==> src/rtl/tpmt_pkg.sv <==
// Shared types and constants for the transport stream PMT section parser.
// No dependencies; imported by every module of the block.
package tpmt_pkg;

    // Parser phases, one-hot.
    typedef enum logic [5:0] {
        PH_IDLE  = 6'b000001,
        PH_HDR   = 6'b000010,
        PH_PDESC = 6'b000100,
        PH_ENTRY = 6'b001000,
        PH_EDESC = 6'b010000,
        PH_CRC   = 6'b100000
    } phase_t;

    // Result kinds.
    localparam logic [1:0] KIND_HEADER  = 2'd0;
    localparam logic [1:0] KIND_ENTRY   = 2'd1;
    localparam logic [1:0] KIND_TRAILER = 2'd2;

    // Header byte positions.
    localparam logic [3:0] HB_LEN_HI  = 4'd1;
    localparam logic [3:0] HB_LEN_LO  = 4'd2;
    localparam logic [3:0] HB_PROG_HI = 4'd3;
    localparam logic [3:0] HB_PROG_LO = 4'd4;
    localparam logic [3:0] HB_VER     = 4'd5;
    localparam logic [3:0] HB_SEC     = 4'd6;
    localparam logic [3:0] HB_LAST    = 4'd7;
    localparam logic [3:0] HB_PCR_HI  = 4'd8;
    localparam logic [3:0] HB_PCR_LO  = 4'd9;
    localparam logic [3:0] HB_PIL_HI  = 4'd10;

    // Entry byte positions.
    localparam logic [2:0] EB_TYPE   = 3'd0;
    localparam logic [2:0] EB_PID_HI = 3'd1;
    localparam logic [2:0] EB_PID_LO = 3'd2;
    localparam logic [2:0] EB_EIL_HI = 3'd3;

    localparam logic [11:0] MIN_SECT_LEN  = 12'd13;
    localparam logic [11:0] ENTRY_BYTES   = 12'd5;
    localparam logic [2:0]  CRC_BYTES     = 3'd4;

    // One result item, as queued between parser and output.
    typedef struct packed {
        logic        malformed;
        logic [1:0]  kind;
        logic [31:0] section_crc;
        logic [12:0] es_pid;
        logic [7:0]  es_type;
        logic [12:0] pcr_pid;
        logic [7:0]  last_section_index;
        logic [7:0]  section_index;
        logic        current_next;
        logic [4:0]  version;
        logic [15:0] prog_num;
        logic [7:0]  tbl_id;
    } result_t;

endpackage

==> src/rtl/ts_pmt_section_parser.sv <==
// Top level of the transport stream PMT section parser.
// Depends on tpmt_pkg, tpmt_front and tpmt_queue.
//
// Parses one PMT section fed one byte per transaction on the slave stream
// (tuser = section start, set on the table id byte) and emits a header
// result after byte 11, one result per elementary stream entry and a
// trailer carrying the unchecked CRC word; a length inconsistency gives a
// malformed trailer and the parser waits for the next section start.
// Throughput is one byte per clock while the result queue is not full: the
// front parser handles each byte in the cycle it is accepted and yields at
// most one result for it. Results go through a QUEUE_DEPTH-entry queue that
// feeds the master port, so the input keeps flowing while results wait;
// s_tready drops only when that queue is full. A completed result is written
// into the queue memory, and m_tvalid is decoded from the registered queue count.
module ts_pmt_section_parser #(
    parameter int QUEUE_DEPTH = 4
) (
    input  logic         clk,
    input  logic         rst_n,
    input  logic         s_tvalid,
    output logic         s_tready,
    input  logic [7:0]   s_tdata,   // [7:0] data_byte
    input  logic [0:0]   s_tuser,   // [0] section_start
    output logic         m_tvalid,
    input  logic         m_tready,
    // [7:0] tbl_id, [23:8] prog_num, [28:24] version,
    // [29] current_next, [37:30] section_index, [45:38] last_section_index,
    // [58:46] pcr_pid, [66:59] es_type, [79:67] es_pid,
    // [111:80] section_crc
    output logic [111:0] m_tdata,
    output logic [2:0]   m_tuser    // [1:0] kind, [2] malformed
);
    import tpmt_pkg::*;

    logic    s_accept;
    logic    res_valid;
    result_t res;
    logic    q_full;
    result_t q_out;

    assign s_tready = !q_full;
    assign s_accept = s_tvalid && s_tready;

    // Front: byte parser.
    tpmt_front u_front (
        .clk           (clk),
        .rst_n         (rst_n),
        .accept        (s_accept),
        .data_byte     (s_tdata),
        .section_start (s_tuser[0]),
        .res_valid     (res_valid),
        .res           (res)
    );

    // Back: result queue and master port.
    tpmt_queue #(
        .DEPTH (QUEUE_DEPTH)
    ) u_queue (
        .clk       (clk),
        .rst_n     (rst_n),
        .push      (s_accept && res_valid),
        .push_data (res),
        .full      (q_full),
        .out_valid (m_tvalid),
        .out_ready (m_tready),
        .out_data  (q_out)
    );

    assign m_tdata = {q_out.section_crc, q_out.es_pid, q_out.es_type,
                      q_out.pcr_pid, q_out.last_section_index, q_out.section_index,
                      q_out.current_next, q_out.version, q_out.prog_num,
                      q_out.tbl_id};
    assign m_tuser = {q_out.malformed, q_out.kind};

    // A section start byte only restarts parsing; it never yields a result.
    a_start_no_result: assert property (@(posedge clk) disable iff (!rst_n)
        (s_accept && s_tuser[0]) |-> !res_valid)
        else $error("result produced on a section start byte");

    // Malformed results always end the section as a trailer.
    a_malformed_trailer: assert property (@(posedge clk) disable iff (!rst_n)
        (m_tvalid && m_tuser[2]) |-> (m_tuser[1:0] == KIND_TRAILER))
        else $error("malformed result with non-trailer kind");

    // CRC field is zero except on a well-formed trailer.
    a_crc_only_trailer: assert property (@(posedge clk) disable iff (!rst_n)
        (m_tvalid && (m_tuser[1:0] != KIND_TRAILER || m_tuser[2]))
            |-> (m_tdata[111:80] == 32'd0))
        else $error("CRC present on a non-trailer result");

    // Entry fields are zero on anything but an entry result.
    a_entry_only: assert property (@(posedge clk) disable iff (!rst_n)
        (m_tvalid && m_tuser[1:0] != KIND_ENTRY) |-> (m_tdata[79:59] == 21'd0))
        else $error("entry fields present on a non-entry result");

endmodule

==> src/rtl/tpmt_front.sv <==
// Front end: byte-level PMT section parser, one byte per cycle.
// Depends on tpmt_pkg; produces at most one result per accepted byte.
module tpmt_front (
    input  logic              clk,
    input  logic              rst_n,
    input  logic              accept,
    input  logic [7:0]        data_byte,
    input  logic              section_start,
    output logic              res_valid,
    output tpmt_pkg::result_t res
);
    import tpmt_pkg::*;

    phase_t      phase_reg, phase_next;
    logic [11:0] byte_pos_reg, byte_pos_next;
    logic [11:0] sect_len_reg, sect_len_next;
    logic [11:0] pil_reg, pil_next;
    logic [2:0]  ent_idx_reg, ent_idx_next;
    logic [11:0] desc_rem_reg, desc_rem_next;
    logic [20:0] etp_reg, etp_next;
    logic [31:0] crc_reg, crc_next;

    logic [7:0]  tid_reg, tid_next;
    logic [15:0] prog_reg, prog_next;
    logic [4:0]  ver_reg, ver_next;
    logic        cn_reg, cn_next;
    logic [7:0]  sec_reg, sec_next;
    logic [7:0]  last_reg, last_next;
    logic [12:0] pcr_reg, pcr_next;

    logic [11:0] body;
    logic [11:0] len_v;
    logic [11:0] bp_dec;
    logic [11:0] bp_left;
    logic [11:0] rem_v;
    logic [2:0]  idx_v;

    always_comb
    begin
        phase_next    = phase_reg;
        byte_pos_next = byte_pos_reg;
        sect_len_next = sect_len_reg;
        pil_next      = pil_reg;
        ent_idx_next  = ent_idx_reg;
        desc_rem_next = desc_rem_reg;
        etp_next      = etp_reg;
        crc_next      = crc_reg;
        tid_next      = tid_reg;
        prog_next     = prog_reg;
        ver_next      = ver_reg;
        cn_next       = cn_reg;
        sec_next      = sec_reg;
        last_next     = last_reg;
        pcr_next      = pcr_reg;

        body    = sect_len_reg - MIN_SECT_LEN;
        len_v   = '0;
        bp_dec  = byte_pos_reg - 12'd1;
        bp_left = '0;
        rem_v   = '0;
        idx_v   = ent_idx_reg + 3'd1;

        res_valid              = 1'b0;
        res.malformed          = 1'b0;
        res.kind               = KIND_TRAILER;
        res.section_crc        = '0;
        res.es_pid             = '0;
        res.es_type            = '0;
        res.pcr_pid            = pcr_reg;
        res.last_section_index = last_reg;
        res.section_index      = sec_reg;
        res.current_next       = cn_reg;
        res.version            = ver_reg;
        res.prog_num           = prog_reg;
        res.tbl_id             = tid_reg;

        if (accept && section_start)
        begin
            tid_next      = data_byte;
            prog_next     = '0;
            ver_next      = '0;
            cn_next       = 1'b0;
            sec_next      = '0;
            last_next     = '0;
            pcr_next      = '0;
            byte_pos_next = 12'd1;
            phase_next    = PH_HDR;
        end
        else if (accept)
        begin
            unique case (phase_reg) inside
                PH_HDR:
                begin
                    byte_pos_next = byte_pos_reg + 12'd1;
                    case (byte_pos_reg[3:0])
                        HB_LEN_HI: sect_len_next = {data_byte[3:0], 8'h00};
                        HB_LEN_LO:
                        begin
                            len_v         = {sect_len_reg[11:8], data_byte};
                            sect_len_next = len_v;
                            if (len_v < MIN_SECT_LEN)
                            begin
                                res_valid     = 1'b1;
                                res.malformed = 1'b1;
                                phase_next    = PH_IDLE;
                            end
                        end
                        HB_PROG_HI: prog_next[15:8] = data_byte;
                        HB_PROG_LO: prog_next[7:0]  = data_byte;
                        HB_VER:
                        begin
                            ver_next = data_byte[5:1];
                            cn_next  = data_byte[0];
                        end
                        HB_SEC:     sec_next  = data_byte;
                        HB_LAST:    last_next = data_byte;
                        HB_PCR_HI:  pcr_next[12:8] = data_byte[4:0];
                        HB_PCR_LO:  pcr_next[7:0]  = data_byte;
                        HB_PIL_HI:  pil_next = {data_byte[3:0], 8'h00};
                        default:
                        begin
                            // Last header byte: program info length complete.
                            len_v     = {pil_reg[11:8], data_byte};
                            pil_next  = len_v;
                            res_valid = 1'b1;
                            if (len_v > body)
                            begin
                                res.malformed = 1'b1;
                                phase_next    = PH_IDLE;
                            end
                            else
                            begin
                                res.kind      = KIND_HEADER;
                                bp_left       = body - len_v;
                                byte_pos_next = bp_left;
                                ent_idx_next  = '0;
                                if (len_v != '0)
                                begin
                                    desc_rem_next = len_v;
                                    phase_next    = PH_PDESC;
                                end
                                else
                                    phase_next = (bp_left != '0) ? PH_ENTRY : PH_CRC;
                            end
                        end
                    endcase
                end
                PH_PDESC, PH_EDESC:
                begin
                    rem_v         = desc_rem_reg - 12'd1;
                    desc_rem_next = rem_v;
                    if (rem_v == '0)
                    begin
                        ent_idx_next = '0;
                        phase_next   = (byte_pos_reg != '0) ? PH_ENTRY : PH_CRC;
                    end
                end
                PH_ENTRY:
                begin
                    if (ent_idx_reg == EB_TYPE && byte_pos_reg < ENTRY_BYTES)
                    begin
                        // Not enough bytes before the CRC for a whole entry.
                        res_valid     = 1'b1;
                        res.malformed = 1'b1;
                        phase_next    = PH_IDLE;
                    end
                    else
                    begin
                        byte_pos_next = bp_dec;
                        ent_idx_next  = idx_v;
                        case (ent_idx_reg)
                            EB_TYPE:   etp_next = {data_byte, 13'd0};
                            EB_PID_HI: etp_next[12:8] = data_byte[4:0];
                            EB_PID_LO: etp_next[7:0]  = data_byte;
                            EB_EIL_HI: desc_rem_next = {data_byte[3:0], 8'h00};
                            default:
                            begin
                                rem_v         = {desc_rem_reg[11:8], data_byte};
                                desc_rem_next = rem_v;
                                res_valid     = 1'b1;
                                if (rem_v > bp_dec)
                                begin
                                    res.malformed = 1'b1;
                                    phase_next    = PH_IDLE;
                                end
                                else
                                begin
                                    res.kind      = KIND_ENTRY;
                                    res.es_type   = etp_reg[20:13];
                                    res.es_pid    = etp_reg[12:0];
                                    bp_left       = bp_dec - rem_v;
                                    byte_pos_next = bp_left;
                                    ent_idx_next  = '0;
                                    if (rem_v != '0)
                                        phase_next = PH_EDESC;
                                    else
                                        phase_next = (bp_left != '0) ? PH_ENTRY : PH_CRC;
                                end
                            end
                        endcase
                    end
                end
                PH_CRC:
                begin
                    crc_next     = {crc_reg[23:0], data_byte};
                    ent_idx_next = idx_v;
                    if (idx_v >= CRC_BYTES)
                    begin
                        res_valid       = 1'b1;
                        res.section_crc = {crc_reg[23:0], data_byte};
                        phase_next      = PH_IDLE;
                    end
                end
                PH_IDLE:
                begin
                end
                default: phase_next = PH_IDLE;
            endcase
        end
    end

    always_ff @(posedge clk or negedge rst_n)
    begin
        if (!rst_n)
        begin
            phase_reg    <= PH_IDLE;
            byte_pos_reg <= '0;
            sect_len_reg <= '0;
            pil_reg      <= '0;
            ent_idx_reg  <= '0;
            desc_rem_reg <= '0;
        end
        else
        begin
            phase_reg    <= phase_next;
            byte_pos_reg <= byte_pos_next;
            sect_len_reg <= sect_len_next;
            pil_reg      <= pil_next;
            ent_idx_reg  <= ent_idx_next;
            desc_rem_reg <= desc_rem_next;
        end
    end

    // Field captures; every one is written before it is used in a section.
    always_ff @(posedge clk)
    begin
        etp_reg  <= etp_next;
        crc_reg  <= crc_next;
        tid_reg  <= tid_next;
        prog_reg <= prog_next;
        ver_reg  <= ver_next;
        cn_reg   <= cn_next;
        sec_reg  <= sec_next;
        last_reg <= last_next;
        pcr_reg  <= pcr_next;
    end

endmodule

==> src/rtl/tpmt_queue.sv <==
// Back end: small result queue that drives the master stream port.
// Depends on tpmt_pkg for the result type.
module tpmt_queue #(
    parameter int DEPTH = 4
) (
    input  logic              clk,
    input  logic              rst_n,
    input  logic              push,
    input  tpmt_pkg::result_t push_data,
    output logic              full,
    output logic              out_valid,
    input  logic              out_ready,
    output tpmt_pkg::result_t out_data
);
    import tpmt_pkg::*;

    localparam int PTR_W = (DEPTH > 1) ? $clog2(DEPTH) : 1;
    localparam int CNT_W = $clog2(DEPTH + 1);
    localparam logic [PTR_W-1:0] LAST_PTR = PTR_W'(DEPTH - 1);

    result_t          mem_reg [DEPTH];
    logic [PTR_W-1:0] wr_ptr_reg, wr_ptr_next;
    logic [PTR_W-1:0] rd_ptr_reg, rd_ptr_next;
    logic [CNT_W-1:0] count_reg, count_next;
    logic             pop;

    assign full      = (count_reg == CNT_W'(DEPTH));
    assign out_valid = (count_reg != '0);
    assign out_data  = mem_reg[rd_ptr_reg];
    assign pop       = out_valid && out_ready;

    always_comb
    begin
        wr_ptr_next = wr_ptr_reg;
        rd_ptr_next = rd_ptr_reg;
        count_next  = count_reg;
        if (push)
            wr_ptr_next = (wr_ptr_reg == LAST_PTR) ? '0 : wr_ptr_reg + PTR_W'(1);
        if (pop)
            rd_ptr_next = (rd_ptr_reg == LAST_PTR) ? '0 : rd_ptr_reg + PTR_W'(1);
        if (push && !pop)
            count_next = count_reg + CNT_W'(1);
        else if (pop && !push)
            count_next = count_reg - CNT_W'(1);
    end

    always_ff @(posedge clk or negedge rst_n)
    begin
        if (!rst_n)
        begin
            wr_ptr_reg <= '0;
            rd_ptr_reg <= '0;
            count_reg  <= '0;
        end
        else
        begin
            wr_ptr_reg <= wr_ptr_next;
            rd_ptr_reg <= rd_ptr_next;
            count_reg  <= count_next;
        end
    end

    always_ff @(posedge clk)
    begin
        if (push)
            mem_reg[wr_ptr_reg] <= push_data;
    end

endmodule

==> config.mk <==
export PLATFORM = sky130hd
export DESIGN_NAME = ts_pmt_section_parser
export DESIGN_NICKNAME = d
export VERILOG_FILES = /design/src/rtl/tpmt_pkg.sv /design/src/rtl/ts_pmt_section_parser.sv /design/src/rtl/tpmt_front.sv /design/src/rtl/tpmt_queue.sv
export SDC_FILE = /design/constraint.sdc
export NUM_CORES = 1
export LEC_CHECK = 0
export ABC_AREA = 0
export BUFFER_PORTS_ARGS = -buffer_cell sky130_fd_sc_hd__buf_2
export CAP_MARGIN = 0
export CELL_PAD_IN_SITES_DETAIL_PLACEMENT = 0
export CELL_PAD_IN_SITES_GLOBAL_PLACEMENT = 2
export CORE_MARGIN = 1
export CORE_UTILIZATION = 30
export CTS_CLUSTER_SIZE = 28
export DETAILED_ROUTE_END_ITERATION = 8
export GPL_ROUTABILITY_DRIVEN = 0
export GPL_TIMING_DRIVEN = 0
export HOLD_SLACK_MARGIN = 0.1
export MAX_ROUTING_LAYER = met4
export PLACE_DENSITY_LB_ADDON = 0.08
export SLEW_MARGIN = 25
export SYNTH_ARGS = -nofsm -noshare
export SYNTH_HDL_FRONTEND = slang
export SYNTH_HIERARCHICAL = 1
export SYNTH_SLANG_ARGS = --single-unit
==> constraint.sdc <==
create_clock -name clk -period 5 [get_ports clk]
set_input_delay 0.5 -clock clk [delete_from_list [all_inputs] [get_ports clk]]
set_output_delay 0.5 -clock clk [all_outputs]
set_load 0.01 [all_outputs]
-- Yosys cells after proc, flatten, opt, wreduce, memory -nomap -nowiden
Memory sizes are Yosys's and may differ from the RTL's.
Index checks and enable logic that the tools add are counted.
- memories: 1
- bits in latches: 0
- output and inout bits: 117
- input bits: 13
- register bits after elaboration: 160
- logic and storage cells: 205
- memory bits (read-only): 0
- memory bits (writable): 460
- memory list (name ; words ; bits a word ; rd ports ; clocked after Yosys merged registers in ; write ports ; line ; text):
    u_queue.mem_reg ; 4 ; 115 ; 1 ; 0 ; 1 ; tpmt_queue.sv:21 ; result_t mem_reg [DEPTH];
- shift operators: 0
- div/mod/pow operators: 0
- add/subtract/negate cells: 11
- muxes and demuxes: 73
- reductions and logical operators: 51
- bitwise logic cells: 4
- eq/ne operators: 36
- order comparisons: 5
- multipliers: 0
- operator list (operator ; count):
    $mux W12 ; 11
    $mux W56 ; 2
    $pmux W12 S2 ; 4
    $mux W21 ; 4
    $mux W6 ; 14
    $mux W32 ; 2
    $reduce_bool A12 Y1 ; 5
    $pmux W12 S3 ; 1
    $pmux W6 S5 ; 1
    $mux W3 ; 9
    $reduce_and A3 Y1 ; 9
    $reduce_and A5 Y1 ; 5
    $gt A12 B12 Y1 ; 2
    $sub A12 B1 Y12 const B ; 2
    $sub A12 B12 Y12 ; 2
    $reduce_or A9 Y1 ; 2
    $eq A4 B3 Y1 const B ; 4
    $pmux W8 S2 ; 1
    $reduce_and A7 Y1 ; 2
    $add A12 B1 Y12 const B ; 1
    $eq A4 B4 Y1 const B ; 3
    $logic_not A12 Y1 ; 1
    $lt A12 B3 Y1 const B ; 1
    $lt A12 B4 Y1 const B ; 1
    other kinds (44) ; 91

-- Depth between registers and ports, before layout
- depth after elaboration: 12
- depth in mapped cells: 17
- depth with buffers taken out: 15

-- Cells and area by module
The synthesis kept the hierarchy.
- by module, submodules not included (module ; sequential area each (µm²) ; instances ; cells each ; area an instance (µm²)):
    tpmt_queue ; 13988.4 ; 1 ; 638 ; 16972.5
    tpmt_front ; 3839.9 ; 1 ; 1027 ; 8876.0
    ts_pmt_section_parser ; 0.0 ; 1 ; 3 ; 18.8

-- Worst setup path after synthesis
No wires, ideal clock.
- path kind: reg2reg
- start point: register u_front.byte_pos_reg[0]
- end point: memory u_queue/mem_reg[1][0] (netlist name), enable pin
- setup time: 0.488 ns
- cell stages (with the launch flop): 13
- arrival: 4.828 ns
- slack: -0.316 ns
- buffers on the path: 2
- data required time: 4.512 ns
- period minus slack after synthesis: 5.316 ns
- cells stage by stage: dfrtp_1 -> clkbuf_1 -> inv_1 -> ha_1 -> clkbuf_1 -> nor3b_1 -> nor4b_1 -> nand3_1 -> a21oi_1 -> nor3_1 -> nor2_1 -> and3b_1 -> and2_1
- word-level cells in the longest chain between the ends: 9
- elaborated cells on any way between the ends: 21
- those cells by class: order compare (1); eq/ne (10); mux (7); reduce/logical (3)
- ends and longest elaborated chain (what ; line ; text):
    start, declared ; tpmt_front.sv:15 ; logic [11:0] byte_pos_reg, byte_pos_next;
    start signal, assigned ; tpmt_front.sv:236 ; byte_pos_reg <= byte_pos_next;
    $lt A12 B3 Y1 (tied with other cells) ; tpmt_front.sv:160 ; if (ent_idx_reg == EB_TYPE && byte_pos_reg < ENTRY_BYTES)
    $logic_and A1 B1 Y1 / $reduce_or A9 Y1 (equally long branches) ; n/a ;
    $mux W1 / $pmux W1 S2 (equally long branches) ; tpmt_front.sv:160, tpmt_front.sv:95 ;
    $pmux W1 S3 * ; tpmt_front.sv:91 ; unique case (phase_reg) inside
    $mux W1 * ; tpmt_front.sv:89 ; else if (accept)
    $mux W1 * ; tpmt_front.sv:77 ; if (accept && section_start)
    named net res_valid ; ts_pmt_section_parser.sv:36 ; logic res_valid;
    $logic_and A1 B1 Y1 * ; ts_pmt_section_parser.sv:61 ; .push (s_accept && res_valid),
    $mux W1 * ; tpmt_queue.sv:65 ; if (push)
    $mux W1 (implied by the code) * ; tpmt_queue.sv:66 ; mem_reg[wr_ptr_reg] <= push_data;
    end, declared ; tpmt_queue.sv:21 ;
Mark *: on every way through the listed nets, which the timed path passes. The rest lies on a longest branch.

-- Worst setup path in the final report
- start point: register u_front.byte_pos_reg[0]
- end point: memory u_queue/mem_reg[1][45] (netlist name), enable pin
Same word-level chain as after synthesis.

==> results.toml <==
[floorplanning]
start_util = 0.303
row_count = 107
dieWidth_um = 296
fp.coreArea_um2 = 85300
die-area_um2 = 87400
die_y_um = 296
io_pins = 130

[clock_network]
cts_tree = "done"
cts_setup_buffers = 0
worstSkewPairLatency_ns = 0.62
htree_levels = 3
path_clk_slew_ns = 0.06
numClockSinks = 620
cts-root-buf = "clkbuf_16"
cts_buffer_depth = 3
cts_buffers = 72

[logic_synthesis]
syn_nets = 1726
ys_seq_area_frac = 0.689
synth_area_leaders = "edfxtp_1 (60%), mux4_2 (10%), dfrtp_1 (5.3%)"
synth_ff_type = "edfxtp_1"
synth.distinct_cells = 68
synth_mux_area_frac = 0.106
avgSynthCellArea_um2 = 15.5
synth_edf_count = 513
synth_top_family_by_area = "multiplexers"
synthAdderAreaFrac = 0.0226
async_reset_ff_frac = 0.0903
ys_warn_count = 6
synth_top_cell_by_area = "edfxtp_1"
synthXorXnorAreaFrac = 0.0149
synth-seq-cells = 620
synth_compound_area_frac = 0.0603
synth_top_area_frac = 0.596
syn_area_um2 = 25900
yosys.area_share.simple = 0.0850
synthCells = 1668

[grt]
first_global_vias = 15400
grt_max_degree = 38
antenna_found_initial = 0
grt-ovfl-total = 0
gr-usage-all-layers = 0.172
grt_pass1_wl_um = 105000

[final_layout]
postLayoutCoreUtil = 0.362
final_common_cell = "edfxtp_1"
n_fill_cell = 8193
synthToLayoutAreaGrowth_pct = 19.4
fin_area_um2 = 30900
drive_gt1_frac = 0.219
fin_nets = 1947
mostFrequentLayoutCells = "edfxtp_1 (513), buf_2 (144), mux4_2 (115)"
largest_register_ffs = 460

[pwr]
power.density_nw_per_um2 = 534
p_leak_nw = 10.1
peakVddDrop_uv = 255
power_mw = 16.5

[worst_setup_path]
crit_family = "simple AND/OR/NAND/NOR gates"
worst_setup_path_end_kind = "flip-flop"
path_common_cell = "buf_12"
crit_path_start_kind = "flip-flop"
cp.required_ns = 5.30
cpPeakStageDelay_ns = 0.58
cp_slowest_cell = "or3b_2"
cp_max_fo = 37
critPathBufInv = 5
path_class = "flip-flop to flip-flop"
path_cells = "clkbuf_1 -> inv_1 -> ha_1 -> or3b_2 -> a311oi_1 -> nor3_1 -> nor2_1 -> and3b_2 -> and2_4 -> buf_16 -> buf_12 -> buf_12"
arrival_ns = 5.12

[route]
avgViaCountPerCell = 4.86
drt_iter0_markers = 1010
drtAntennaViolNets = 0
wl_per_cell_um = 23.7
drc_errors = 0
via_count = 15000
wl_um = 73300
firstDrtPassIters = 4

[timing]
hold_viol = 0
setup_viol = 0
slew_headroom = 0.365
tightest_slew_ns = 0.944
clock.fmax_mhz = 207
finalClockSkew_ns = 0.0257
rsz0062_at_grt = "no"
hold_slack_ns = 0.205
fin_crit_sh = 0.965
fin_crit_ns = 4.83
final_max_slew_viol_count = 0

[place]
hpwl_um = 48700
placed_area_um2 = 28300
portBuffers = 129

[outcome]
status = "complete, no violations"

[run]
timing.max_cap.violations = 0

[worst_hold_path]
hold_class = "primary input to flip-flop"
## layout make-up
cell class / count / area [um^2] / share of cell area
clock inverters: 40 / 562 / 0.0182
inverters: 42 / 158 / 0.00511
multi-input cells: 917 / 7540 / 0.244
repair buffers: 146 / 1010 / 0.0328
plain buffers: 90 / 413 / 0.0134
well taps: 1144 / 1430 / 0.0464
diodes: 1 / 2.50 / 0.0000811
flip-flops and latches: 620 / 17800 / 0.577
clock buffers: 93 / 1920 / 0.0622
## power by group
| group | internal (mW) | leakage (nW) | switching [mW] | total [mW] |
|---|---|---|---|---|
| Clock | 3.32 | 1.20 | 2.16 | 5.48 |
| Sequential | 5.83 | 5.32 | 0.215 | 6.04 |
| Combinational | 1.98 | 3.56 | 2.99 | 4.97 |
| Total | 11.1 | 10.1 | 5.37 | 16.5 |
## path summary, 6_finish.rpt
path | cells past startpoint | slack (ns) | end | start
setup / recovery | 12 | 0.17 | u_queue/mem_reg[1][45] | u_front/byte_pos_reg[0]
hold / removal | 2 | 0.21 | u_front/phase_reg[0] | s_tuser
setup reg to reg | 12 | 0.17 | u_queue/mem_reg[1][45] | u_front/byte_pos_reg[0]
hold reg to reg | 0 | 0.44 | u_front/crc_reg[11] | u_front/crc_reg[3]
max in group asynchronous | 3 | 4.08 | u_front/phase_reg[0] | rst_n
min in group asynchronous | 2 | 0.35 | u_front/byte_pos_reg[10] | rst_n
## metal layers
| metal | GRT usage | share of wire |
|---|---|---|
| met3 | 0.0211 | 0.033 |
| met4 | 0.0473 | 0.022 |
| met1 | 0.232 | 0.45 |
| met2 | 0.274 | 0.49 |
| met5 | - | 0 |
## logic make-up (layout without fill, tap and decap cells)
group           after synthesis  in the layout
flops                       620            620
other cells                   0              1
fa+ha+maj                    45             45
mux                         130            130
buf+inv                     133            411
simple gates                442            444
compound gates              254            254
xor+xnor                     44             44
## synthesized netlist by cell type (all sizes together) (32+ instances only)
cell,count
nand2,102
nand3,58
dfxtp,51
dfrtp,55
clkbuf,67
o21ai,74
mux4,115
a21oi,81
and2,69
inv,42
ha,42
nor3,32
nor2,99
edfxtp,513
## per-stage QoR
stage          cells  TNS (ns)  worst slack (ns)
5_1_grt         3092         0          0.000657
4_1_cts         3090         0            0.0346
2_1_floorplan   1668         0             0.960
3_5_place_dp    2957    -28.69            -0.335
6_report        3093         0             0.174
3_3_place_gp    2941   -903.54             -1.89
## what timing repair did
item,in CTS,in global routing
endpoints found under the setup margin,138,166
hold buffers,1,0
endpoints found under the hold margin,19,0
gates cloned,0,2
pin swaps,0,2
gates resized for setup,1,3
Power figures use the tool's default switching activity.
